<file path="src/sv/assert_macros.svh">
// Assertion helpers shared by the RTL.
`ifndef ASSERT_MACROS_SVH
`define ASSERT_MACROS_SVH

// Check a property on every rising clock edge outside reset.
`define ASSERT_ALWAYS(lbl, clk, rst_n, prop, msg) \
    lbl: assert property (@(posedge clk) disable iff (!rst_n) (prop)) else $error(msg);

// Check that a condition in one cycle implies another in the next cycle.
`define ASSERT_NEXT(lbl, clk, rst_n, ante, cons, msg) \
    lbl: assert property (@(posedge clk) disable iff (!rst_n) (ante) |=> (cons)) else $error(msg);

`endif

</file>
<file path="src/sv/ilsp_pkg.sv">
`default_nettype none

package ilsp_pkg;

    // Field widths
    localparam int SAMPLE_W   = 12;
    localparam int GYRO_W     = 16;
    localparam int WEIGHT_W   = 16;
    localparam int GAIN_W     = 24;
    localparam int LIMIT_W    = 15;
    localparam int ERR_W      = 16;
    localparam int STEER_W    = 16;
    localparam int DEN_W      = 14;
    localparam int NUM_W      = 31;
    localparam int MAG_W      = 30;
    localparam int QUO_W      = 16;
    localparam int OP_B_W     = 32;
    localparam int PROD_W     = GAIN_W + OP_B_W;
    localparam int ACC_W      = 64;

    // Port widths
    localparam int CFG_IDX_W  = 3;
    localparam int CFG_DATA_W = 24;
    localparam int IN_DATA_W  = 64;
    localparam int OUT_DATA_W = 32;
    localparam int OUT_USER_W = 2;

    // Sensor sample ceiling
    localparam logic [SAMPLE_W-1:0] SAMPLE_CEILING = 12'd4000;

    // Saturation bounds of the Q4.12 error
    localparam logic [ERR_W-1:0] ERR_POS_MAX = 16'h7FFF;
    localparam logic [ERR_W-1:0] ERR_NEG_MAX = 16'h8000;

    // Register indexes
    localparam logic [CFG_IDX_W-1:0] REG_OUTER_WEIGHT = 3'd0;
    localparam logic [CFG_IDX_W-1:0] REG_INNER_WEIGHT = 3'd1;
    localparam logic [CFG_IDX_W-1:0] REG_PROP_GAIN    = 3'd2;
    localparam logic [CFG_IDX_W-1:0] REG_SQUARE_GAIN  = 3'd3;
    localparam logic [CFG_IDX_W-1:0] REG_DERIV_GAIN   = 3'd4;
    localparam logic [CFG_IDX_W-1:0] REG_GYRO_GAIN    = 3'd5;
    localparam logic [CFG_IDX_W-1:0] REG_OUTPUT_LIMIT = 3'd6;

    // Register reset values
    localparam logic [WEIGHT_W-1:0] OUTER_WEIGHT_RST = 16'd6144;
    localparam logic [WEIGHT_W-1:0] INNER_WEIGHT_RST = 16'd4096;
    localparam logic [LIMIT_W-1:0]  OUTPUT_LIMIT_RST = 15'd450;

    // Multiplier step codes: operand selection and accumulation target
    localparam int STEP_W = 3;
    localparam logic [STEP_W-1:0] STEP_OUTER = 3'd0;
    localparam logic [STEP_W-1:0] STEP_INNER = 3'd1;
    localparam logic [STEP_W-1:0] STEP_SQ    = 3'd2;
    localparam logic [STEP_W-1:0] STEP_PROP  = 3'd3;
    localparam logic [STEP_W-1:0] STEP_SQG   = 3'd4;
    localparam logic [STEP_W-1:0] STEP_DER   = 3'd5;
    localparam logic [STEP_W-1:0] STEP_GYRO  = 3'd6;

    // Divider iterations, one quotient bit each
    localparam int DIV_CNT_W = 4;
    localparam logic [DIV_CNT_W-1:0] DIV_LAST = 4'd15;

    // Controller to datapath commands
    typedef struct packed {
        logic              load;
        logic              mul;
        logic              acc;
        logic              mag;
        logic              setup;
        logic              div;
        logic              err;
        logic              rnd;
        logic              out;
        logic [STEP_W-1:0] step;
    } ilsp_cmd_t;

    // Datapath to controller status
    typedef struct packed {
        logic out_busy;
    } ilsp_sts_t;

endpackage

`default_nettype wire

</file>
<file path="src/sv/ilsp_ctrl.sv">
`default_nettype none

module ilsp_ctrl import ilsp_pkg::*; (
    input  logic      aclk,
    input  logic      aresetn,
    input  logic      s_tvalid,
    output logic      s_tready,
    input  ilsp_sts_t sts,
    output ilsp_cmd_t cmd
);

    localparam logic [3:0] ST_IDLE  = 4'd0;
    localparam logic [3:0] ST_MUL   = 4'd1;
    localparam logic [3:0] ST_ACC   = 4'd2;
    localparam logic [3:0] ST_MAG   = 4'd3;
    localparam logic [3:0] ST_SETUP = 4'd4;
    localparam logic [3:0] ST_DIV   = 4'd5;
    localparam logic [3:0] ST_ERR   = 4'd6;
    localparam logic [3:0] ST_RND   = 4'd7;
    localparam logic [3:0] ST_OUT   = 4'd8;

    logic [3:0]           state_reg, state_next;
    logic [STEP_W-1:0]    step_reg, step_next;
    logic [DIV_CNT_W-1:0] cnt_reg, cnt_next;

    // Sequence: two weight products, magnitude, divide, error, five products, round, output
    always_comb begin
        state_next = state_reg;
        step_next  = step_reg;
        cnt_next   = cnt_reg;
        cmd        = '0;
        cmd.step   = step_reg;
        s_tready   = 1'b0;
        case (state_reg)
            ST_IDLE: begin
                s_tready = 1'b1;
                if (s_tvalid) begin
                    cmd.load   = 1'b1;
                    step_next  = STEP_OUTER;
                    state_next = ST_MUL;
                end
            end
            ST_MUL: begin
                cmd.mul    = 1'b1;
                state_next = ST_ACC;
            end
            ST_ACC: begin
                cmd.acc = 1'b1;
                if (step_reg == STEP_INNER) begin
                    state_next = ST_MAG;
                end else if (step_reg == STEP_GYRO) begin
                    state_next = ST_RND;
                end else begin
                    step_next  = step_reg + 3'd1;
                    state_next = ST_MUL;
                end
            end
            ST_MAG: begin
                cmd.mag    = 1'b1;
                state_next = ST_SETUP;
            end
            ST_SETUP: begin
                cmd.setup  = 1'b1;
                cnt_next   = '0;
                state_next = ST_DIV;
            end
            ST_DIV: begin
                cmd.div  = 1'b1;
                cnt_next = cnt_reg + 4'd1;
                if (cnt_reg == DIV_LAST) begin
                    state_next = ST_ERR;
                end
            end
            ST_ERR: begin
                cmd.err    = 1'b1;
                step_next  = STEP_SQ;
                state_next = ST_MUL;
            end
            ST_RND: begin
                cmd.rnd    = 1'b1;
                state_next = ST_OUT;
            end
            ST_OUT: begin
                // Hold until the output register is free
                if (!sts.out_busy) begin
                    cmd.out    = 1'b1;
                    state_next = ST_IDLE;
                end
            end
            default: begin
                state_next = ST_IDLE;
            end
        endcase
    end

    always_ff @(posedge aclk) begin
        if (!aresetn) begin
            state_reg <= ST_IDLE;
            step_reg  <= STEP_OUTER;
            cnt_reg   <= '0;
        end else begin
            state_reg <= state_next;
            step_reg  <= step_next;
            cnt_reg   <= cnt_next;
        end
    end

endmodule

`default_nettype wire

</file>
<file path="src/sv/ilsp_dp.sv">
`default_nettype none

module ilsp_dp import ilsp_pkg::*; #(
    parameter logic [SAMPLE_W-1:0] SAMPLE_CEIL = SAMPLE_CEILING
) (
    input  logic                  aclk,
    input  logic                  aresetn,
    input  logic                  cfg_wr_en,
    input  logic [CFG_IDX_W-1:0]  cfg_addr,
    input  logic [CFG_DATA_W-1:0] cfg_wdata,
    input  logic [IN_DATA_W-1:0]  s_tdata,
    input  ilsp_cmd_t             cmd,
    output ilsp_sts_t             sts,
    output logic                  m_tvalid,
    input  logic                  m_tready,
    output logic [OUT_DATA_W-1:0] m_tdata,
    output logic [OUT_USER_W-1:0] m_tuser
);

    function automatic logic [SAMPLE_W-1:0] clamp_sample(input logic [SAMPLE_W-1:0] v);
        return (v > SAMPLE_CEIL) ? SAMPLE_CEIL : v;
    endfunction

    // Configuration registers
    logic        [WEIGHT_W-1:0] outer_w_reg, inner_w_reg;
    logic signed [GAIN_W-1:0]   prop_g_reg, square_g_reg, deriv_g_reg, gyro_g_reg;
    logic        [LIMIT_W-1:0]  limit_reg;

    // Item registers
    logic        [SAMPLE_W-1:0] ol_reg, il_reg, ir_reg, or_reg;
    logic        [GYRO_W-1:0]   gyro_reg;
    logic        [DEN_W-1:0]    den_reg;
    logic        [NUM_W-1:0]    num_reg;
    logic        [MAG_W-1:0]    mag_reg;
    logic                       ovf_reg;
    logic        [DEN_W-1:0]    rem_reg;
    logic        [QUO_W-1:0]    dvd_reg;
    logic        [ERR_W-1:0]    e_reg;
    logic        [OP_B_W-1:0]   sq_reg;
    logic        [PROD_W-1:0]   prod_reg;
    logic        [ACC_W-1:0]    acc_reg;
    logic        [ACC_W-1:0]    absm_reg;
    logic                       out_neg_reg;

    // Control-side state and output registers
    logic                       m_tvalid_reg;
    logic        [ERR_W-1:0]    last_reg;
    logic        [STEER_W-1:0]  steer_reg;
    logic        [ERR_W-1:0]    err_out_reg;
    logic                       clamped_reg;
    logic                       zero_reg;

    // Load: clamp samples and form the denominator
    logic        [SAMPLE_W-1:0] ol_c, il_c, ir_c, or_c;
    logic signed [SAMPLE_W:0]   in_diff_c;
    logic        [SAMPLE_W:0]   in_abs_c;
    logic        [DEN_W-1:0]    den_c;

    always_comb begin
        ol_c      = clamp_sample(s_tdata[11:0]);
        il_c      = clamp_sample(s_tdata[23:12]);
        ir_c      = clamp_sample(s_tdata[35:24]);
        or_c      = clamp_sample(s_tdata[47:36]);
        in_diff_c = $signed({1'b0, il_c}) - $signed({1'b0, ir_c});
        in_abs_c  = in_diff_c[SAMPLE_W] ? 13'(-in_diff_c) : in_diff_c;
        den_c     = DEN_W'(ol_c) + DEN_W'(or_c) + DEN_W'(in_abs_c[SAMPLE_W-1:0]);
    end

    // Shared multiplier operand selection
    logic signed [SAMPLE_W:0]   outer_d, inner_d;
    logic signed [ERR_W:0]      e_ext, e_abs, e_diff;
    logic signed [GAIN_W-1:0]   op_a;
    logic signed [OP_B_W-1:0]   op_b;
    logic signed [PROD_W-1:0]   prod_c;

    always_comb begin
        outer_d = $signed({1'b0, ol_reg}) - $signed({1'b0, or_reg});
        inner_d = $signed({1'b0, il_reg}) - $signed({1'b0, ir_reg});
        e_ext   = $signed({e_reg[ERR_W-1], e_reg});
        e_abs   = e_ext[ERR_W] ? -e_ext : e_ext;
        e_diff  = e_ext - $signed({last_reg[ERR_W-1], last_reg});
        case (cmd.step)
            STEP_OUTER: begin
                op_a = {8'd0, outer_w_reg};
                op_b = {{19{outer_d[SAMPLE_W]}}, outer_d};
            end
            STEP_INNER: begin
                op_a = {8'd0, inner_w_reg};
                op_b = {{18{inner_d[SAMPLE_W]}}, inner_d, 1'b0};
            end
            STEP_SQ: begin
                op_a = {7'd0, e_abs};
                op_b = {{16{e_reg[ERR_W-1]}}, e_reg};
            end
            STEP_PROP: begin
                op_a = prop_g_reg;
                op_b = {{16{e_reg[ERR_W-1]}}, e_reg};
            end
            STEP_SQG: begin
                op_a = square_g_reg;
                op_b = sq_reg;
            end
            STEP_DER: begin
                op_a = deriv_g_reg;
                op_b = {{15{e_diff[ERR_W]}}, e_diff};
            end
            STEP_GYRO: begin
                op_a = gyro_g_reg;
                op_b = {{16{gyro_reg[GYRO_W-1]}}, gyro_reg};
            end
            default: begin
                op_a = '0;
                op_b = '0;
            end
        endcase
        prod_c = op_a * op_b;
    end

    // Accumulate term: product scaled into Q32
    logic [ACC_W-1:0] prod_ext, term_c;

    always_comb begin
        prod_ext = {{(ACC_W-PROD_W){prod_reg[PROD_W-1]}}, prod_reg};
        case (cmd.step)
            STEP_SQG:  term_c = prod_ext << 1;
            STEP_GYRO: term_c = prod_ext << 24;
            default:   term_c = prod_ext << 12;
        endcase
    end

    // Divider step and error saturation
    logic [NUM_W-1:0] num_abs;
    logic [DEN_W:0]   trial;
    logic             trial_ge;
    logic [DEN_W:0]   trial_sub;
    logic             zero_c;
    logic [ERR_W-1:0] e_c;

    always_comb begin
        num_abs   = num_reg[NUM_W-1] ? (31'd0 - num_reg) : num_reg;
        trial     = {rem_reg, dvd_reg[QUO_W-1]};
        trial_ge  = trial >= {1'b0, den_reg};
        trial_sub = trial - {1'b0, den_reg};
        zero_c    = (den_reg == '0);
        if (zero_c) begin
            e_c = '0;
        end else if (num_reg[NUM_W-1]) begin
            e_c = (ovf_reg || dvd_reg > ERR_NEG_MAX) ? ERR_NEG_MAX : 16'(16'd0 - dvd_reg);
        end else begin
            e_c = (ovf_reg || dvd_reg > ERR_POS_MAX) ? ERR_POS_MAX : dvd_reg;
        end
    end

    // Round half away from zero, then clamp to the limit
    logic [ACC_W-1:0]   rsum;
    logic [31:0]        r_c;
    logic               clamped_c;
    logic [LIMIT_W-1:0] smag_c;
    logic [STEER_W-1:0] steer_c;

    always_comb begin
        rsum      = absm_reg + 64'h0000_0000_8000_0000;
        r_c       = rsum[63:32];
        clamped_c = r_c > {17'd0, limit_reg};
        smag_c    = clamped_c ? limit_reg : r_c[LIMIT_W-1:0];
        steer_c   = out_neg_reg ? 16'(16'd0 - {1'b0, smag_c}) : {1'b0, smag_c};
    end

    // Configuration writes, last error and output valid
    always_ff @(posedge aclk) begin
        if (!aresetn) begin
            outer_w_reg  <= OUTER_WEIGHT_RST;
            inner_w_reg  <= INNER_WEIGHT_RST;
            prop_g_reg   <= '0;
            square_g_reg <= '0;
            deriv_g_reg  <= '0;
            gyro_g_reg   <= '0;
            limit_reg    <= OUTPUT_LIMIT_RST;
            last_reg     <= '0;
            m_tvalid_reg <= 1'b0;
        end else begin
            if (cfg_wr_en) begin
                case (cfg_addr)
                    REG_OUTER_WEIGHT: outer_w_reg  <= cfg_wdata[WEIGHT_W-1:0];
                    REG_INNER_WEIGHT: inner_w_reg  <= cfg_wdata[WEIGHT_W-1:0];
                    REG_PROP_GAIN:    prop_g_reg   <= cfg_wdata;
                    REG_SQUARE_GAIN:  square_g_reg <= cfg_wdata;
                    REG_DERIV_GAIN:   deriv_g_reg  <= cfg_wdata;
                    REG_GYRO_GAIN:    gyro_g_reg   <= cfg_wdata;
                    REG_OUTPUT_LIMIT: limit_reg    <= cfg_wdata[LIMIT_W-1:0];
                    default: ;
                endcase
            end
            if (cmd.out) begin
                last_reg     <= e_reg;
                m_tvalid_reg <= 1'b1;
            end else if (m_tready) begin
                m_tvalid_reg <= 1'b0;
            end
        end
    end

    // Datapath registers
    always_ff @(posedge aclk) begin
        if (cmd.load) begin
            ol_reg   <= ol_c;
            il_reg   <= il_c;
            ir_reg   <= ir_c;
            or_reg   <= or_c;
            gyro_reg <= s_tdata[63:48];
            den_reg  <= den_c;
        end
        if (cmd.mul) begin
            prod_reg <= prod_c;
        end
        if (cmd.acc) begin
            case (cmd.step)
                STEP_OUTER: num_reg <= prod_reg[NUM_W-1:0];
                STEP_INNER: num_reg <= num_reg + prod_reg[NUM_W-1:0];
                STEP_SQ:    sq_reg  <= prod_reg[OP_B_W-1:0];
                default:    acc_reg <= acc_reg + term_c;
            endcase
        end
        if (cmd.mag) begin
            mag_reg <= num_abs[MAG_W-1:0];
        end
        // A quotient that does not fit in 16 bits saturates the error
        if (cmd.setup) begin
            ovf_reg <= mag_reg[MAG_W-1:QUO_W] >= den_reg;
            rem_reg <= mag_reg[MAG_W-1:QUO_W];
            dvd_reg <= mag_reg[QUO_W-1:0];
        end
        if (cmd.div) begin
            rem_reg <= trial_ge ? trial_sub[DEN_W-1:0] : trial[DEN_W-1:0];
            dvd_reg <= {dvd_reg[QUO_W-2:0], trial_ge};
        end
        if (cmd.err) begin
            e_reg   <= e_c;
            acc_reg <= '0;
        end
        if (cmd.rnd) begin
            absm_reg    <= acc_reg[ACC_W-1] ? (64'd0 - acc_reg) : acc_reg;
            out_neg_reg <= acc_reg[ACC_W-1];
        end
        if (cmd.out) begin
            steer_reg   <= steer_c;
            err_out_reg <= e_reg;
            clamped_reg <= clamped_c;
            zero_reg    <= zero_c;
        end
    end

    assign sts.out_busy = m_tvalid_reg && !m_tready;
    assign m_tvalid     = m_tvalid_reg;
    assign m_tdata      = {err_out_reg, steer_reg};
    assign m_tuser      = {zero_reg, clamped_reg};

endmodule

`default_nettype wire

</file>
<file path="src/sv/inductive_line_steering_pd.sv">
// One item at a time: s_tready stays low from the input transfer until the result is loaded,
// which waits on the 16-step restoring divider and the seven passes through the single
// shared 24x32 multiplier; a held output stalls the result load.
// Reset: synchronous, active-low aresetn; restores register defaults, clears the
// previous error and drops m_tvalid.
`default_nettype none
`include "assert_macros.svh"

module inductive_line_steering_pd import ilsp_pkg::*; #(
    parameter logic [SAMPLE_W-1:0] SAMPLE_CEIL = SAMPLE_CEILING
) (
    input  logic                  aclk,
    input  logic                  aresetn,
    // Configuration write port
    input  logic                  cfg_wr_en,
    input  logic [CFG_IDX_W-1:0]  cfg_addr,
    input  logic [CFG_DATA_W-1:0] cfg_wdata,
    // Sensor input
    input  logic                  s_tvalid,
    output logic                  s_tready,
    // outer_left[11:0], inner_left[23:12], inner_right[35:24], outer_right[47:36],
    // gyro_rate[63:48]
    input  logic [IN_DATA_W-1:0]  s_tdata,
    // Steering result
    output logic                  m_tvalid,
    input  logic                  m_tready,
    // steer_out[15:0], error_value[31:16]
    output logic [OUT_DATA_W-1:0] m_tdata,
    // was_clamped[0], zero_sum[1]
    output logic [OUT_USER_W-1:0] m_tuser
);

    ilsp_cmd_t cmd;
    ilsp_sts_t sts;

    ilsp_ctrl u_ctrl (
        .aclk     (aclk),
        .aresetn  (aresetn),
        .s_tvalid (s_tvalid),
        .s_tready (s_tready),
        .sts      (sts),
        .cmd      (cmd)
    );

    ilsp_dp #(
        .SAMPLE_CEIL (SAMPLE_CEIL)
    ) u_dp (
        .aclk      (aclk),
        .aresetn   (aresetn),
        .cfg_wr_en (cfg_wr_en),
        .cfg_addr  (cfg_addr),
        .cfg_wdata (cfg_wdata),
        .s_tdata   (s_tdata),
        .cmd       (cmd),
        .sts       (sts),
        .m_tvalid  (m_tvalid),
        .m_tready  (m_tready),
        .m_tdata   (m_tdata),
        .m_tuser   (m_tuser)
    );

    // One item at a time: no new transfer right after one is taken
    `ASSERT_NEXT(a_busy_after_accept, aclk, aresetn, s_tvalid && s_tready, !s_tready,
        "input ready right after accept")
    // Never overwrite a result that is still waiting
    `ASSERT_ALWAYS(a_no_overwrite, aclk, aresetn, !(cmd.out && m_tvalid && !m_tready),
        "pending result overwritten")
    // Output valid rises only from a result load
    `ASSERT_ALWAYS(a_valid_source, aclk, aresetn, !$rose(m_tvalid) || $past(cmd.out),
        "output valid without result load")
    // Zero denominator forces a zero error
    `ASSERT_ALWAYS(a_zero_err, aclk, aresetn,
        !(m_tvalid && m_tuser[1]) || (m_tdata[31:16] == 16'd0), "zero sum with nonzero error")

endmodule

`default_nettype wire

</file>
<file path="config.mk">
export PLATFORM = sky130hd
export DESIGN_NAME = inductive_line_steering_pd
export DESIGN_NICKNAME = d
export VERILOG_FILES = /design/src/sv/ilsp_pkg.sv /design/src/sv/ilsp_ctrl.sv /design/src/sv/ilsp_dp.sv /design/src/sv/inductive_line_steering_pd.sv
export VERILOG_INCLUDE_DIRS = /design/src /design/src/sv
export SDC_FILE = /design/constraint.sdc
export NUM_CORES = 2
export LEC_CHECK = 0
export BUFFER_PORTS_ARGS = -buffer_cell sky130_fd_sc_hd__clkbuf_2
export CAP_MARGIN = 20
export CORE_MARGIN = 5
export CORE_UTILIZATION = 60
export DETAILED_ROUTE_END_ITERATION = 6
export PLACE_DENSITY_LB_ADDON = 0.05
export SYNTH_ARGS = -nofsm -noshare
export SYNTH_HDL_FRONTEND = slang
export SYNTH_SLANG_ARGS = --single-unit
</file>
<file path="constraint.sdc">
create_clock -name aclk -period 25.8 [get_ports aclk]
set_input_delay 5.16 -clock aclk [delete_from_list [all_inputs] [get_ports aclk]]
set_output_delay 5.16 -clock aclk [all_outputs]
set_load 0.01 [all_outputs]
</file>
Word-level counts from Yosys, hierarchy flattened

Index checks and enable logic that the tools add are counted.

Register bits after elaboration: 608
Bits in latches: 0
Memory bits (writable): 0
ROM bits: 0
Word-level logic and storage cells: 164
Memories: 0

$add $sub $neg: 18
Multipliers: 1
Div/mod/pow operators: 0
$lt $le $gt $ge: 9
Equal/unequal tests: 26
Shift-type cells: 0
Multiplexer cells: 47
Bitwise logic cells: 1
Reduce and logical (&&, ||, !) cells: 27

Operators with widths:

| kind                                                                 | number |
|---|---|
| 32-bit case mux with 6 select lines                                  | 1 |
| 24-bit case mux with 7 select lines                                  | 1 |
| 64-bit case mux with 2 select lines                                  | 1 |
| 16-bit 2-to-1 mux                                                    | 5 |
| 64-bit by 32-bit adder with 64-bit output (second input constant)    | 1 |
| 64-bit adder                                                         | 1 |
| 1-bit by 64-bit subtractor with 64-bit output (first input constant) | 1 |
| 63-bit 2-to-1 mux                                                    | 1 |
| 31-bit case mux with 2 select lines                                  | 1 |
| 12-bit 2-to-1 mux                                                    | 5 |
| 24-bit by 32-bit multiplier with 56-bit output                       | 1 |
| 12-bit greater-than comparator (second input constant)               | 4 |
| 14-bit 2-to-1 mux                                                    | 3 |
| 12-bit by 12-bit subtractor with 13-bit output                       | 3 |
| 4-bit case mux with 9 select lines                                   | 1 |
| 32-bit by 15-bit greater-than comparator with 1-bit output           | 1 |
| 31-bit adder                                                         | 1 |
| 15-bit 2-to-1 mux                                                    | 2 |
| 30-bit 2-to-1 mux                                                    | 1 |
| 1-bit by 30-bit subtractor with 30-bit output (first input constant) | 1 |
| 2-bit AND reduction                                                  | 10 |
| 3-bit == test (second input constant)                                | 6 |
| 17-bit 2-to-1 mux                                                    | 1 |
| 16-bit negator with 17-bit output                                    | 1 |
| other kinds (39)                                                     | 75 |

Logic depth before layout (Yosys ltp)

Depth in word-level cells: 6
Gate-level depth with buffers: 42
Mapped depth without buffers: 40

Modules after synthesis

A second synthesis with hierarchy kept.

Cell total of the unflattened synthesis: 7015
Area total of the unflattened synthesis: 62713.9 sq um

By module, submodules not included:

| module    | instances | cells an instance | area each (sq um) | seq. area each (sq um) |
|---|---|---|---|---|
| ilsp_dp   | 1         | 6924              | 61924.4           | 14734.1 |
| ilsp_ctrl | 1         | 91                | 789.5             | 220.2 |

Worst setup path before layout

OpenSTA, ideal clock, no wires.

Kind: input port to flip-flop
From: input port s_tdata[24]
To: register u_dp.den_reg[12] (data pin)
Arrival: 10544 ps
Data required time: 25534 ps
Path slack: 14990 ps
Stages: 31
Buffers on the path: 1
Path through: or4_1 o21ai_0 a21oi_1 nor2b_1 ha_1 inv_1 fa_1 a21o_1 a21oi_1 o21ai_0 a21oi_1 o21ai_0 a21oi_1 o21bai_1 a211o_1 a31oi_1 clkbuf_1 nand2_1 o21a_1 fa_1 nor2b_1 o21ai_0 a21boi_0 o21ai_0 a21boi_0 o21ai_0 nand2b_1 a21o_1 a21oi_1 o21ai_0 xor2_1

Longest elaborated chain between the ends: 6

Ends and longest elaborated chain:

| item                                               | RTL line                         | RTL |
|---|---|---|
| start: declaration                                 | inductive_line_steering_pd.sv:23 | `input logic [IN_DATA_W-1:0] s_tdata,` |
| 12-bit greater-than comparator                     | ilsp_dp.sv:21                    | `return (v > SAMPLE_CEIL) ? SAMPLE_CEIL : v;` |
| 12-bit 2-to-1 mux (*)                              | ilsp_dp.sv:21                    |  |
| via u_dp.ir_c[0]                                   | ilsp_dp.sv:54                    | `logic [SAMPLE_W-1:0] ol_c, il_c, ir_c, or_c;` |
| 12-bit by 12-bit subtractor with 13-bit output (*) | ilsp_dp.sv:64                    | `in_diff_c = $signed({1'b0, il_c}) - $signed({1'b0, ir_c});` |
| 12-bit negator                                     | ilsp_dp.sv:65                    | `in_abs_c = in_diff_c[SAMPLE_W] ? 13'(-in_diff_c) : in_diff_c;` |
| 12-bit 2-to-1 mux (*)                              | ilsp_dp.sv:65                    |  |
| 14-bit by 12-bit adder with 14-bit output (*)      | ilsp_dp.sv:66                    | `den_c = DEN_W'(ol_c) + DEN_W'(or_c) + DEN_W'(in_abs_c[SAMPLE_W-1:0]);` |
| via u_dp.den_c[12]                                 | ilsp_dp.sv:57                    | `logic [DEN_W-1:0] den_c;` |
| end signal: assignment                             | ilsp_dp.sv:211                   | `den_reg <= den_c;` |
| end: declaration                                   | ilsp_dp.sv:32                    | `logic [DEN_W-1:0] den_reg;` |

The timed path passes the listed nets; every way through them passes the cells marked *.
A chain may end at the register's enable or synchronous reset.

Worst setup path in the final report

From: register u_dp.e_reg[0]
To: register u_dp.prod_reg[53] (data pin)

Longest elaborated chain between the ends: 4
Elaborated cells between the ends (all ways): 6
Classes of those cells: add/sub (2); mul (1); mux (3)

Ends and longest elaborated chain:

| item                                               | RTL line       | RTL |
|---|---|---|
| start: declaration                                 | ilsp_dp.sv:38  | `logic [ERR_W-1:0] e_reg;` |
| start signal: assignment                           | ilsp_dp.sv:238 | `e_reg <= e_c;` |
| 16-bit negator with 17-bit output                  | ilsp_dp.sv:80  | `e_abs = e_ext[ERR_W] ? -e_ext : e_ext;` |
| 17-bit 2-to-1 mux                                  | ilsp_dp.sv:80  |  |
| 24-bit case mux with 7 select lines                | ilsp_dp.sv:82  | `case (cmd.step)` |
| 24-bit by 32-bit multiplier with 56-bit output (*) | ilsp_dp.sv:116 | `prod_c = op_a * op_b;` |
| via u_dp.prod_c[53]                                | ilsp_dp.sv:74  | `logic signed [PROD_W-1:0] prod_c;` |
| end signal: assignment                             | ilsp_dp.sv:214 | `prod_reg <= prod_c;` |
| end: declaration                                   | ilsp_dp.sv:40  | `logic [PROD_W-1:0] prod_reg;` |

Marked as above.

==> flow_metrics.env <==
export IMPL_largest_reg_flops=63
export IMPL_synthesis_nets=8219
export IMPL_failed_checks="design-rule violations"
export IMPL_worst_path_buf_inv=8
export IMPL_ys_seq_area_share_pct=24.3
export IMPL_yosys_warnings=0
export IMPL_drtIter0Drc=5064
export IMPL_synth_seq_cells=576
export IMPL_syn_inst=6958
export IMPL_crit_path_max_fanout=32
export IMPL_skew_ns=0.0649
export IMPL_io_buffers=131
export IMPL_start_kind="flip-flop"
export IMPL_final_nets=8213
export IMPL_holdCritPathClass="reg -> reg"
export IMPL_vias=50240
export IMPL_die_h_um=330
export IMPL_max_freq_mhz=84.6
export IMPL_die_area_um2=109000
export IMPL_detail_route_wl_per_cell_um=23.1
export IMPL_grt_usage_pct=35.7
export IMPL_fin_setup_tns_ns=0
export IMPL_die_w_um=330
export IMPL_grt_pass1_vias=50116
export IMPL_final_max_slew_violation_count=0
export IMPL_min_period_ns=11.82
export IMPL_dpl_hpwl_um=146000
export IMPL_outcome="finished with violations"
export IMPL_area_growth_synth_to_final_pct=7.58
export IMPL_worstMarginPinSlew_ns=1.14
export IMPL_post_cts_buffers=0
export IMPL_insertion_delay_ns=0.64
export IMPL_syn_avg_cell_area_um2=8.86
export IMPL_end_kind="flip-flop"
export IMPL_cts_resized=0
export IMPL_grt_setup_unrepaired="false"
export IMPL_cp_arrival_ns=12.21
export IMPL_clock_path_buffers=3
export IMPL_cp_slowest_cell="a211o_1"
export IMPL_fin_util_pct=65.1
export IMPL_finalSetupViolCount=0
export IMPL_antenna_found_initial=9
export IMPL_cts_made_buffers=68
export IMPL_drc=9
export IMPL_cts_tree="done"
export IMPL_drt_wl_total_um=194000
export IMPL_max_cap_viol_count=0
export IMPL_critical_path_max_stage_delay_ns=0.68
export IMPL_grt_max_degree=104
export IMPL_drtAntennaViolNets=0
export IMPL_grt_ovfl_total=0
export IMPL_synth_ff_type="edfxtp_1"
export IMPL_htreeDepth=3
export IMPL_firstDrtPassIters=7
export IMPL_netlist_area_um2=61600
export IMPL_cpMostUsedCell="fa_1"
export IMPL_routed_via_density=5.99
export IMPL_layout_cells_most_common_list="nand2_1, inv_1, fa_1"
export IMPL_async_flop_share_pct=0
export IMPL_ctsHoldBuffers=0
export IMPL_cts_sinks=576
export IMPL_final_common_cell="nand2_1"
export IMPL_drive_above_1_share_pct=6.61
export IMPL_critical_path_top_delay_family="compound AO/OA/AOI/OAI gates"
export IMPL_cts_root_buf="clkbuf_16"
export IMPL_finalCritPeriodShare_pct=45.8
export IMPL_clk_pin_slew_ns=0.06
export IMPL_placeableCoreArea_um2=102000
export IMPL_cp_required_ns=26.19
export IMPL_finalHoldViolations=0
export IMPL_synth_distinct_cells=81
export IMPL_io_pins=132
export IMPL_synth_edf_count=342
export IMPL_grt_pass1_wl_um=297000
export IMPL_rows=117
export IMPL_place_congestion=0.948
export IMPL_crit_type="reg -> reg"
export IMPL_slew_headroom_pct=23.8
export IMPL_initial_utilization_pct=60.5
synth_stat cells, drive strengths merged, types with 116 or more instances:
library cell	number	area, µm²
a21o	116	871
a21oi	413	2070
clkbuf	300	1130
dfxtp	234	4680
edfxtp	342	10300
fa	792	15900
ha	373	4670
inv	1071	4020
nand2	1266	4750
nor2	417	1570
o21ai	251	1260
xnor2	208	1820
logic make-up after synthesis:
| kind of cell | count (synthesis) | share of synthesized area (%) |
|---|---|---|
| AND/OR/NAND/NOR | 2226 | 15.8 |
| buffers and inverters | 1395 | 8.52 |
| AO/OA/AOI/OAI | 1219 | 12.6 |
| adder cells (fa/ha/maj) | 1165 | 33.3 |
| flip-flops | 576 | 24.3 |
| XOR/XNOR | 312 | 4.43 |
| multiplexers | 65 | 1.10 |
worst paths after layout:
path                        startpoint                    to  slack, ns  cells past startpoint
setup / recovery         u_dp.e_reg[0]     u_dp.prod_reg[53]      13.98                     39
hold reg to reg   u_dp.inner_w_reg[15]  u_dp.inner_w_reg[15]       0.45                      2
hold / removal    u_dp.inner_w_reg[15]  u_dp.inner_w_reg[15]       0.45                      2
setup reg to reg         u_dp.e_reg[0]     u_dp.prod_reg[53]      13.98                     39
layout make-up:
cell class / count / area, µm²
diodes: 9 / 22.5
clock buffers: 94 / 1910
clock inverters: 32 / 464
fillers: 8731 / 35600
inverters: 1074 / 4030
multi-input cells: 4987 / 41600
flip-flops and latches: 576 / 15000
well taps: 1368 / 1710
repair buffers: 245 / 1570
worst reg2reg max path, delay by kind of cell (launching register included):
kind	cells	cell delay [ns]
compound gates	17	5.34
xor+xnor	1	0.15
fa+ha+maj	10	4.38
buf+inv	8	0.77
flops	1	0.51
simple gates	3	0.42
layer usage:
| metal | up-vias | wire (µm) | track usage [%] |
|---|---|---|---|
| met2 | 2375 | 87500 | 56.4 |
| met4 | 0 | 9970 | 15.6 |
| met3 | 454 | 18500 | 6.67 |
| met1 | 24827 | 77500 | 48.5 |
| li1 | 22584 | - | - |
| met5 | - | 0 | 0 |
through the flow:
step | cell area, µm² | instances | setup WS (ns) | hold slack, ns
floorplan | 61600 | 6958 | 14.99 | 0.406
global placement | 63800 | 8242 | 13.98 | 0.438
detailed placement | 63800 | 8243 | 13.87 | 0.446
CTS | 66200 | 8369 | 14.28 | 0.454
global route | 66300 | 8381 | 13.33 | 0.465
finish | 66300 | 8385 | 13.98 | 0.452
Power is not shown: default switching activity piles up to over one toggle a cycle in this logic, so the estimate is an artifact.
